==> src/hdl/pdr_pkg.sv <==
// Shared constants, types and arithmetic helpers for the planar dead reckoning block.
package pdr_pkg;

  localparam int FRACTION_BITS  = 16;
  localparam int ROTATION_STEPS = 16;

  // shared multiplier
  localparam int MUL_W  = 34;
  localparam int PROD_W = 2 * MUL_W;

  // CORDIC
  localparam int Z_W          = 34;
  localparam int ITER_W       = $clog2(ROTATION_STEPS);
  localparam int CORDIC_GAIN  = 652032874;
  localparam int ACCEL_GAIN   = 164584489;
  localparam int ACC_SHIFT    = 38 - FRACTION_BITS;
  localparam int ANGLE_SHIFT  = 30;
  localparam int TIME_SHIFT   = 16;

  // encoder turn: radians to binary angle
  localparam int TURN_K      = 2670177;
  localparam int TURN_SHIFT  = FRACTION_BITS + 24;
  localparam int TURN_W      = FRACTION_BITS + 40;
  localparam int TURN_LO_W   = TURN_W / 2;
  localparam int TURN_HI_W   = TURN_W - TURN_LO_W;

  // square root
  localparam int SQ_ROOT_W = 21;
  localparam int SQ_IN_W   = 2 * SQ_ROOT_W;
  localparam int SQ_REM_W  = SQ_ROOT_W + 2;
  localparam int SQ_CNT_W  = $clog2(SQ_ROOT_W);

  localparam logic signed [31:0] POS_RESET = 32'(64'd15 << FRACTION_BITS);

  // ports
  localparam int IN_DATA_W  = 192;
  localparam int OUT_DATA_W = 112;
  localparam int CFG_IDX_W  = 3;
  localparam int CFG_DATA_W = 31;

  typedef enum logic [1:0] {
    OP_IMU      = 2'd0,
    OP_ENC      = 2'd1,
    OP_SET_POSE = 2'd2,
    OP_RST_VEL  = 2'd3
  } op_t;

  localparam logic [CFG_IDX_W-1:0] REG_DEADBAND = 3'd0;
  localparam logic [CFG_IDX_W-1:0] REG_SPEED    = 3'd1;
  localparam logic [CFG_IDX_W-1:0] REG_DECAY    = 3'd2;
  localparam logic [CFG_IDX_W-1:0] REG_MAP      = 3'd3;
  localparam logic [CFG_IDX_W-1:0] REG_INV_WB   = 3'd4;

  typedef enum logic [4:0] {
    STP_NOP,
    STP_ACC_F, STP_ACC_L, STP_ACC_D,
    STP_AE1, STP_AE2, STP_AN1, STP_AN2,
    STP_VE1, STP_VE2, STP_VN1, STP_VN2,
    STP_SQ1, STP_SQ2, STP_PE, STP_PN, STP_PD, STP_SQW,
    STP_EN0, STP_EN1, STP_EN2, STP_EN3, STP_EN4, STP_EN5,
    STP_ES, STP_EC, STP_ED,
    STP_SET, STP_RSTV
  } step_t;

  typedef struct packed {
    step_t step;
    logic  accept;
    logic  load_out;
  } pdr_cmd_t;

  typedef struct packed {
    logic cordic_busy;
    logic sqrt_busy;
  } pdr_status_t;

  // round half up then floor shift
  function automatic logic signed [PROD_W-1:0] rnd(input logic signed [PROD_W-1:0] v,
                                                   input int n);
    logic signed [PROD_W-1:0] half;
    half = signed'(PROD_W'(1)) <<< (n - 1);
    return (v + half) >>> n;
  endfunction

  function automatic logic signed [PROD_W-1:0] mag(input logic signed [PROD_W-1:0] v);
    return v[PROD_W-1] ? -v : v;
  endfunction

  // atan(2^-i) in units of 2^-32 turn
  function automatic logic signed [Z_W-1:0] atan_turn(input logic [4:0] i);
    logic signed [Z_W-1:0] r;
    case (i)
      5'd0:  r = Z_W'(536870912);
      5'd1:  r = Z_W'(316933406);
      5'd2:  r = Z_W'(167458908);
      5'd3:  r = Z_W'(85004755);
      5'd4:  r = Z_W'(42667332);
      5'd5:  r = Z_W'(21354465);
      5'd6:  r = Z_W'(10679839);
      5'd7:  r = Z_W'(5340245);
      5'd8:  r = Z_W'(2670163);
      5'd9:  r = Z_W'(1335087);
      5'd10: r = Z_W'(667544);
      5'd11: r = Z_W'(333772);
      5'd12: r = Z_W'(166886);
      5'd13: r = Z_W'(83443);
      5'd14: r = Z_W'(41722);
      5'd15: r = Z_W'(20861);
      5'd16: r = Z_W'(10430);
      5'd17: r = Z_W'(5215);
      5'd18: r = Z_W'(2608);
      5'd19: r = Z_W'(1304);
      5'd20: r = Z_W'(652);
      5'd21: r = Z_W'(326);
      5'd22: r = Z_W'(163);
      5'd23: r = Z_W'(81);
      default: r = '0;
    endcase
    return r;
  endfunction

endpackage

==> src/hdl/pdr_ctrl.sv <==
// Controller: sequences the datapath steps for each operation and runs the handshakes.
module pdr_ctrl (
  input  logic                  clk,
  input  logic                  rst,
  input  logic                  s_tvalid,
  output logic                  s_tready,
  input  pdr_pkg::op_t          op,
  input  pdr_pkg::pdr_status_t  status,
  output logic                  m_tvalid,
  input  logic                  m_tready,
  output pdr_pkg::pdr_cmd_t     cmd
);
  import pdr_pkg::*;

  typedef enum logic [4:0] {
    S_IDLE,
    S_ACC_F, S_ACC_L, S_ACC_D, S_I_CW,
    S_AE1, S_AE2, S_AN1, S_AN2,
    S_VE1, S_VE2, S_VN1, S_VN2,
    S_SQ1, S_SQ2, S_PE, S_PN, S_PD, S_SQW,
    S_EN0, S_EN1, S_EN2, S_EN3, S_EN4, S_EN5, S_E_CW,
    S_ES, S_EC, S_ED,
    S_SET, S_RSTV, S_DONE
  } state_t;

  state_t state, state_next;
  logic   out_free;

  assign s_tready = (state == S_IDLE);
  assign out_free = !m_tvalid || m_tready;

  always_comb begin
    state_next   = state;
    cmd.step     = STP_NOP;
    cmd.accept   = 1'b0;
    cmd.load_out = 1'b0;
    unique case (state)
      S_IDLE: begin
        if (s_tvalid) begin
          cmd.accept = 1'b1;
          unique case (op)
            OP_IMU:      state_next = S_ACC_F;
            OP_ENC:      state_next = S_EN0;
            OP_SET_POSE: state_next = S_SET;
            OP_RST_VEL:  state_next = S_RSTV;
            default:     state_next = S_RSTV;
          endcase
        end
      end
      S_ACC_F: begin cmd.step = STP_ACC_F; state_next = S_ACC_L; end
      S_ACC_L: begin cmd.step = STP_ACC_L; state_next = S_ACC_D; end
      S_ACC_D: begin cmd.step = STP_ACC_D; state_next = S_I_CW; end
      S_I_CW:  if (!status.cordic_busy) state_next = S_AE1;
      S_AE1:   begin cmd.step = STP_AE1; state_next = S_AE2; end
      S_AE2:   begin cmd.step = STP_AE2; state_next = S_AN1; end
      S_AN1:   begin cmd.step = STP_AN1; state_next = S_AN2; end
      S_AN2:   begin cmd.step = STP_AN2; state_next = S_VE1; end
      S_VE1:   begin cmd.step = STP_VE1; state_next = S_VE2; end
      S_VE2:   begin cmd.step = STP_VE2; state_next = S_VN1; end
      S_VN1:   begin cmd.step = STP_VN1; state_next = S_VN2; end
      S_VN2:   begin cmd.step = STP_VN2; state_next = S_SQ1; end
      S_SQ1:   begin cmd.step = STP_SQ1; state_next = S_SQ2; end
      S_SQ2:   begin cmd.step = STP_SQ2; state_next = S_PE; end
      S_PE:    begin cmd.step = STP_PE;  state_next = S_PN; end
      S_PN:    begin cmd.step = STP_PN;  state_next = S_PD; end
      S_PD:    begin cmd.step = STP_PD;  state_next = S_SQW; end
      S_SQW: begin
        cmd.step = STP_SQW;
        if (!status.sqrt_busy) state_next = S_DONE;
      end
      S_EN0:   begin cmd.step = STP_EN0; state_next = S_EN1; end
      S_EN1:   begin cmd.step = STP_EN1; state_next = S_EN2; end
      S_EN2:   begin cmd.step = STP_EN2; state_next = S_EN3; end
      S_EN3:   begin cmd.step = STP_EN3; state_next = S_EN4; end
      S_EN4:   begin cmd.step = STP_EN4; state_next = S_EN5; end
      S_EN5:   begin cmd.step = STP_EN5; state_next = S_E_CW; end
      S_E_CW:  if (!status.cordic_busy) state_next = S_ES;
      S_ES:    begin cmd.step = STP_ES; state_next = S_EC; end
      S_EC:    begin cmd.step = STP_EC; state_next = S_ED; end
      S_ED:    begin cmd.step = STP_ED; state_next = S_DONE; end
      S_SET:   begin cmd.step = STP_SET;  state_next = S_DONE; end
      S_RSTV:  begin cmd.step = STP_RSTV; state_next = S_DONE; end
      S_DONE: begin
        // hold until the result register is free
        if (out_free) begin
          cmd.load_out = 1'b1;
          state_next   = S_IDLE;
        end
      end
      default: state_next = S_IDLE;
    endcase
  end

  always_ff @(posedge clk) begin
    if (rst) begin
      state    <= S_IDLE;
      m_tvalid <= 1'b0;
    end else begin
      state <= state_next;
      if (cmd.load_out) begin
        m_tvalid <= 1'b1;
      end else if (m_tready) begin
        m_tvalid <= 1'b0;
      end
    end
  end

endmodule

==> config.mk <==
export PLATFORM = sky130hd
export DESIGN_NAME = pdr_ctrl
export DESIGN_NICKNAME = d
export VERILOG_FILES = /design/src/hdl/pdr_pkg.sv /design/src/hdl/pdr_ctrl.sv
export SDC_FILE = /design/constraint.sdc
export NUM_CORES = 1
export LEC_CHECK = 0
export ABC_AREA = 1
export BUFFER_PORTS_ARGS = -buffer_cell sky130_fd_sc_hd__buf_2
export CAP_MARGIN = 20
export CELL_PAD_IN_SITES_DETAIL_PLACEMENT = 1
export CELL_PAD_IN_SITES_GLOBAL_PLACEMENT = 1
export CORE_MARGIN = 4
export CORE_UTILIZATION = 38
export CTS_CLUSTER_DIAMETER = 60
export DETAILED_ROUTE_END_ITERATION = 6
export PLACE_DENSITY_LB_ADDON = 0.1
export SLEW_MARGIN = 10
export SYNTH_ARGS = -nofsm -noshare
export SYNTH_HDL_FRONTEND = slang
export SYNTH_SLANG_ARGS = --single-unit
==> constraint.sdc <==
create_clock -name clk -period 2.6 [get_ports clk]
set_clock_uncertainty 0.1 [all_clocks]
set_input_delay 0 -clock clk [delete_from_list [all_inputs] [get_ports clk]]
set_output_delay 0 -clock clk [all_outputs]
set_load 0.05 [all_outputs]
Word level (Yosys, flattened, before mapping)

Cells that the tools add are included.

Register bits: 6
Output and inout port bits: 9
Logic and storage cells: 62

Reductions and logical operators: 7
Equality and inequality tests: 39
Muxes and demuxes: 14

Operators with widths:

| operator                                      | number |
|---|---|
| case mux 5 bit (30 select lines)              | 1 |
| case mux 5 bit (28 select lines)              | 1 |
| == test 5 bit, second input constant          | 16 |
| == test 5 x 4 -> 1 bit, second input constant | 8 |
| two-way mux 5 bit                             | 5 |
| == test 5 x 3 -> 1 bit, second input constant | 4 |
| case mux 5 bit (4 select lines)               | 1 |
| == test 5 x 2 -> 1 bit, second input constant | 2 |
| inequality test 2 bit, second input constant  | 5 |
| two-way mux 1 bit                             | 6 |
| == test 5 x 1 -> 1 bit, second input constant | 1 |
| logical NOT 5 bit                             | 1 |
| AND reduction 5 bit                           | 1 |
| == test 2 bit, second input constant          | 2 |
| OR reduction 3 bit                            | 1 |
| == test 2 x 1 -> 1 bit, second input constant | 1 |
| logical NOT 2 bit                             | 1 |
| nonzero test 2 bit                            | 1 |
| logical NOT 1 bit                             | 1 |
| logical OR 1 bit                              | 1 |

Logic depth before layout (Yosys ltp)

Gate-level depths: netlist (run 1).

Depth after elaboration: 5
Gate-level depth with buffers: 11

Worst setup path after synthesis (run 1)

No wires, ideal clock.

Kind: reg2out
Start point: reg state[4]
End point: out cmd[0] (netlist bit)
Cell stages (with the launch flop): 5
Path buffers: 2
Slack: 275 ps
Arrival time: 2225 ps
Cell sequence: dfxtp_1 > buf_4 > inv_2 > buf_2 > nor4_1

RTL lines:

| element                | line           | RTL |
|---|---|---|
| start, declared        | pdr_ctrl.sv:26 | `state_t state, state_next;` |
| start signal, assigned | pdr_ctrl.sv:99 | `state <= state_next;` |
| end, declared          | pdr_ctrl.sv:11 | `output pdr_pkg::pdr_cmd_t cmd` |

==> results of run 1 <==
-- layout make-up --
| class | instances | area, um^2 | share of cell area |
|---|---|---|---|
| timing repair buffer | 19 | 108 | 0.105 |
| tap | 28 | 35.0 | 0.0342 |
| multi-input combinational | 140 | 659 | 0.644 |
| inverter | 21 | 78.8 | 0.0770 |
| clock buffer | 3 | 22.5 | 0.0220 |
| sequential | 6 | 120 | 0.117 |
-- cell usage after synthesis, drive strengths merged --
cell type / number / area (um^2)
a21oi: 3 / 15.0
a22oi: 1 / 7.51
a41oi: 1 / 8.76
buf: 4 / 25.0
dfxtp: 6 / 120
inv: 21 / 78.8
nand2: 48 / 193
nand3: 22 / 115
nand3b: 1 / 7.51
nand4: 7 / 43.8
nor2: 41 / 166
nor3: 6 / 40.0
nor4: 2 / 12.5
o2111ai: 1 / 8.76
o21a: 1 / 7.51
o21ai: 6 / 33.8
-- layer usage --
layer	track usage	share of wire
met1	0.291	0.47
met2	0.347	0.46
met3	0.0348	0.061
met4	0.0305	0.0041
met5	0	0
-- worst paths after layout --
kind	start	endpoint	slack (ns)	cells past startpoint
max	state[1]$_SDFFE_PP0P_	cmd[4]	0.51	9
min	op[0]	state[1]$_SDFFE_PP0P_	0.02	5
max reg2reg	state[1]$_SDFFE_PP0P_	m_tvalid$_SDFFE_PP0P_	0.76	5
min reg2reg	state[2]$_SDFFE_PP0P_	state[2]$_SDFFE_PP0P_	0.63	4
-- sequential cells by signal, summed over array words and instances, names as in the netlist --
register,cells
m_tvalid,1
state,5
-- logic make-up (layout without fill, tap and decap cells) --
kind of cell / count (synthesis) / after routing / synth area share
buffers and inverters: 25 / 43 / 0.118
AOI/OAI and AO/OA: 13 / 13 / 0.0921
and+or+nand+nor: 127 / 127 / 0.654
DFF: 6 / 6 / 0.136
-- worst max-delay path: stages (launching register included) --
cell and delay [ns]:
dfxtp_1 0.51, nand2_1 0.23, nor2_1 0.24, nand2_1 0.15, nand3_1 0.11, inv_1 0.06, nand2_1 0.06, nor3_1 0.05
nand3_1 0.08, buf_2 0.26
-- where the power goes --
part	leakage [nW]	total, mW	switching, mW	internal, mW
combinational	0.520	1.06	0.797	0.265
clock	0.0138	0.0865	0.0343	0.0522
sequential	0.0496	0.175	0.0514	0.124
-- stage by stage --
stage | instances | cell area (um^2)
floorplan | 171 | 883
global placement | 212 | 981
detailed placement | 212 | 981
CTS | 217 | 1020
global route | 217 | 1020
finish | 217 | 1020
==> flow_metrics.tcl, run 1 <==
set metrics [dict create \
    worst_slack_ns 0.514 \
    fin_crit_sh 0.802 \
    grt-ovfl-total 0 \
    cts_max_level 1 \
    setup_viol 0 \
    die_y_um 56.2 \
    coreArea_mm2 0.00221 \
    fin_util 0.463 \
    area_growth_pct 15.9 \
    track_usage 0.211 \
    drtIter0Drc 51 \
    ys_types 24 \
    crit_path_start_kind "flip-flop" \
    antenna_found_initial 0 \
    cp-end-kind "primary output" \
    required_ns 2.50 \
    rsz0062_at_grt "no" \
    cts_made_buffers 3 \
    drt-total-wl_um 3190 \
    total_power_mw 1.32 \
    synth-seq-cells 6 \
    clk_pin_slew_ns 0.04 \
    cts_root_buf "clkbuf_4" \
    arrival_ns 1.99 \
    postCtsSetupBuffers 0 \
    layout_commonest_cell "nand2_1" \
    routedWlPerCell_um 14.7 \
    dp_hpwl_um 2590 \
    cap_violations 0 \
    netlist_area_um2 883 \
    syn-instance-count 171 \
    finalHoldViolCount 0 \
    syn_nets 179 \
    dpl_worst_slack_ns 0.825 \
    maxSlewViolCount 0 \
    crit_type "flip-flop to primary output" \
    timing.hold.ws_ns 0.0209 \
    grt_start_max_net_pins 18 \
    setup_tns_ns 0 \
    p_leak_nw 0.583 \
    clk_latency_ns 0.25 \
    yosysWarnings 0 \
    chipWidth_um 56.2 \
    via_count 1171 \
    rows 17 \
    syn_avg_cell_area_um2 5.17 \
    n_fill_cell 345 \
    drive_above_1_share 0.190 \
    vdd_drop_max_mv 0.779 \
    antenna_cells 0 \
    cts_sinks 6 \
    p_per_area_mw_per_mm2 1290 \
    clockBufferDepth 2 \
    cts_resized 0 \
    portBuffers 16 \
    initial_core_util 0.399 \
    via_per_inst 5.40 \
    hold_path_class "input pin to flip-flop" \
    layout_common_cells "nand2_1, nor2_1, nand3_1, inv_1, buf_2" \
    grt_pass1_vias 1167 \
    period_needed_ns 2.09 \
    cts-hold-fix-buffers 2 \
    grt_pass1_wl_um 5330 \
    dieArea_mm2 0.00316 \
    max_freq_ghz 0.479 \
    num_io_pins 17 \
    dr.pass1.iters 4 \
    slew_headroom 0.724 \
    ys_seq_area_frac 0.136 \
    worst_pin_slew_ns 0.413 \
    fin_nets 199 \
    drc 0 \
    gp_congestion 0.959 \
    cts_tree "done" \
    status "finished, final reports clean" \
    postRouteAntennaNets 0 \
    cp_max_fo 8 \
]
No activity file was read; power rests on OpenSTA's default activity.
==> inputs of run 2 (changes only) <==
--- a/config.mk
+++ b/config.mk
@@ -5,13 +5,13 @@
 export SDC_FILE = /design/constraint.sdc
 export NUM_CORES = 1
 export LEC_CHECK = 0
-export ABC_AREA = 1
+export ABC_AREA = 0
 export BUFFER_PORTS_ARGS = -buffer_cell sky130_fd_sc_hd__buf_2
 export CAP_MARGIN = 20
 export CELL_PAD_IN_SITES_DETAIL_PLACEMENT = 1
 export CELL_PAD_IN_SITES_GLOBAL_PLACEMENT = 1
 export CORE_MARGIN = 4
-export CORE_UTILIZATION = 38
+export CORE_UTILIZATION = 33
 export CTS_CLUSTER_DIAMETER = 60
 export DETAILED_ROUTE_END_ITERATION = 6
 export PLACE_DENSITY_LB_ADDON = 0.1
==> constraint.sdc (replaced) <==
create_clock -name clk -period 1.68 [get_ports clk]
set_clock_uncertainty 0.1 [all_clocks]
set_input_delay 0 -clock clk [delete_from_list [all_inputs] [get_ports clk]]
set_output_delay 0 -clock clk [all_outputs]
set_load 0.05 [all_outputs]
==> run 2 against run 1 <==
  * Register-to-register slack worse by 0.72 ns
  * First-iteration DRC count fell by 84%
  * Combinational power up 110%
  * Final cell count decreased by 29%
  * Count of clock-buffer cells in the layout is the same
  * Global-route usage shrank 0.42 points
  * Highest routed layer unchanged
==> flow_metrics.tcl, run 2 <==
set metrics [dict create \
    status "finished, final reports clean" \
    maxSlewViolCount 0 \
    antenna_cells 0 \
    drc 0 \
    worst_pin_slew_ns 0.393 \
    reg2reg_to "state[4]$_SDFFE_PP0P_" \
    antenna_found_initial 0 \
    yosysWarnings 0 \
    netlist_area_um2 711 \
    p_per_area_mw_per_mm2 2460 \
    synthTopCellsByCount "nor2_1, nand2_1, nand2b_1, o21ai_0, dfxtp_1" \
    ys_seq_area_frac 0.169 \
    cts_made_buffers 3 \
    syn_avg_cell_area_um2 7.04 \
    setup_viol 0 \
    layout_common_cells "buf_4, buf_2, nor2_1" \
    hold_end "state[0]$_SDFFE_PP0P_" \
    dieArea_mm2 0.00296 \
    initial_core_util 0.355 \
    layout_commonest_cell "buf_4" \
    syn-instance-count 101 \
    top_regs "state: 5 flops, m_tvalid: 1 flops" \
    num_io_pins 17 \
    drive_above_1_share 0.457 \
    cp-end-kind "flip-flop" \
    postRouteAntennaNets 0 \
    yosysTopAreaCellShare 0.169 \
    grt_pass1_vias 873 \
    clk_latency_ns 0.26 \
    area_growth_pct 51.1 \
    clk_pin_slew_ns 0.06 \
    rrSetupSlack_ns 0.04 \
    crit_type "flip-flop to flip-flop" \
    vdd_drop_max_mv 1.16 \
    cts_tree "done" \
    cap_violations 0 \
    fin_crit_sh 0.974 \
    period_needed_ns 1.64 \
    via_count 871 \
    cts_max_level 1 \
    cts_root_buf "clkbuf_4" \
    portBuffers 16 \
    chipWidth_um 54.4 \
    dr.pass1.iters 4 \
    holdCritStartpoint "op[0]" \
    max_freq_ghz 0.611 \
    switchingPower_mw 1.44 \
    required_ns 1.75 \
    grt_pass1_wl_um 4270 \
    synthFlopType "dfxtp_1" \
    combPwrFrac 0.823 \
    slew_headroom 0.735 \
    seq_power_share 0.120 \
    grt-ovfl-total 0 \
    drtIter0Drc 8 \
    gp_congestion 0.795 \
    clkPwrFrac 0.057 \
    yosysMostFrequentCell "nor2_1" \
    via_per_inst 5.66 \
    total_power_mw 2.65 \
    holdPathStages 4 \
    synth-seq-cells 6 \
    hold_path_class "input pin to flip-flop" \
    rsz0062_at_grt "yes" \
    timing.hold.ws_ns 0.0333 \
    coreArea_mm2 0.00200 \
    routedWlPerCell_um 17.4 \
    grt_start_max_net_pins 17 \
    crit_path_start_kind "flip-flop" \
    cp_max_fo 5 \
    clockBufferDepth 2 \
    synth_edf_count 0 \
    drt-total-wl_um 2680 \
    yosys.area.top_type "dfxtp_1" \
    rows 16 \
    cts_sinks 6 \
    synthArstFlopShare 0 \
    finalHoldViolCount 0 \
    fin_nets 137 \
    arrival_ns 1.71 \
    track_usage 0.207 \
    reg2reg_from "state[0]$_SDFFE_PP0P_" \
    largest_register_ffs 5 \
    p_leak_nw 0.424 \
    internal-power_mw 1.21 \
    die_y_um 54.4 \
    synth.area.top_cells "dfxtp_1, nor2_1, nand2b_1" \
    p_sw_frac 0.543 \
    dp_hpwl_um 1860 \
    top_register "state" \
    r2r_cells 4 \
    syn_nets 109 \
    ys_types 40 \
]
run 2: stage by stage:
| step | setup TNS (ns) | utilization | area, um^2 | setup WS (ns) | instances |
|---|---|---|---|---|---|
| 5_1_grt | -0.0559 | 0.536 | 1070 | -0.0216 | 154 |
| 2_1_floorplan | -0.160 | - | 749 | -0.160 | 101 |
| 4_1_cts | 0 | 0.500 | 1000 | 0.00749 | 154 |
| 3_3_place_gp | 0 | 0.453 | 906 | 0.110 | 146 |
| 6_report | 0 | 0.536 | 1070 | 0.0431 | 154 |
| 3_5_place_dp | 0 | 0.453 | 906 | 0.0806 | 146 |
run 2: routing by layer:
metal  share of wire  global-route usage
met1            0.45               0.258
met2            0.51               0.353
met4          0.0071              0.0747
met3           0.034              0.0327
met5               0                   0
run 2: how the worst max path moves through the flow:
| stage | endpoint | slack, ns | from | cells past startpoint |
|---|---|---|---|---|
| 6_report | state[4]$_SDFFE_PP0P_ | 0.04 | state[0]$_SDFFE_PP0P_ | 4 |
| 5_1_grt | cmd[3] | -0.02 | state[0]$_SDFFE_PP0P_ | 6 |
| 4_1_cts | cmd[5] | 0.007 | state[4]$_SDFFE_PP0P_ | 6 |
| 3_5_place_dp | state[4]$_SDFFE_PP0P_ | 0.08 | state[3]$_SDFFE_PP0P_ | 5 |
| 3_3_place_gp | state[4]$_SDFFE_PP0P_ | 0.11 | state[2]$_SDFFE_PP0P_ | 4 |
| 2_1_floorplan | cmd[6] | -0.16 | state[0]$_SDFFE_PP0P_ | 4 |
run 2: layout make-up:
cell class	count	area (um^2)
fill	250	928
multi-input combinational	82	606
timing repair buffer	34	269
sequential	6	135
tap	27	33.8
clock buffer	3	22.5
inverter	2	7.51
run 2: power by group through the flow:
stage / Combinational, mW / Clock, mW / Sequential [mW]
3_5_place_dp: 1.91 / 0 / 0.263
3_3_place_gp: 1.87 / 0 / 0.257
4_1_cts: 2.03 / 0.147 / 0.273
5_1_grt: 2.34 / 0.172 / 0.330
6_report: 2.18 / 0.151 / 0.317
2_1_floorplan: 1.45 / 0 / 0.241
run 2: cells by family after synthesis:
family | Yosys count | synth area share
AND/OR/NAND/NOR | 43 | 0.324
AO/OA/AOI/OAI | 35 | 0.363
buffers and inverters | 13 | 0.0880
flip-flops | 6 | 0.169
multiplexers | 3 | 0.0440
XOR/XNOR | 1 | 0.0123
run 2: repair_timing:
item,4_1_cts,5_1_grt
gates resized for setup,11,22
hold endpoints to repair,1,0
setup endpoints to repair,5,11
pin swaps,0,3
hold buffers,2,0
buffers inserted,3,0
run 2: worst max-delay path: stages (launching register included):
cell,delay (ns)
dfxtp_4,0.37
or3_4,0.41
or3_1,0.31
a31o_1,0.21
mux2i_1,0.15
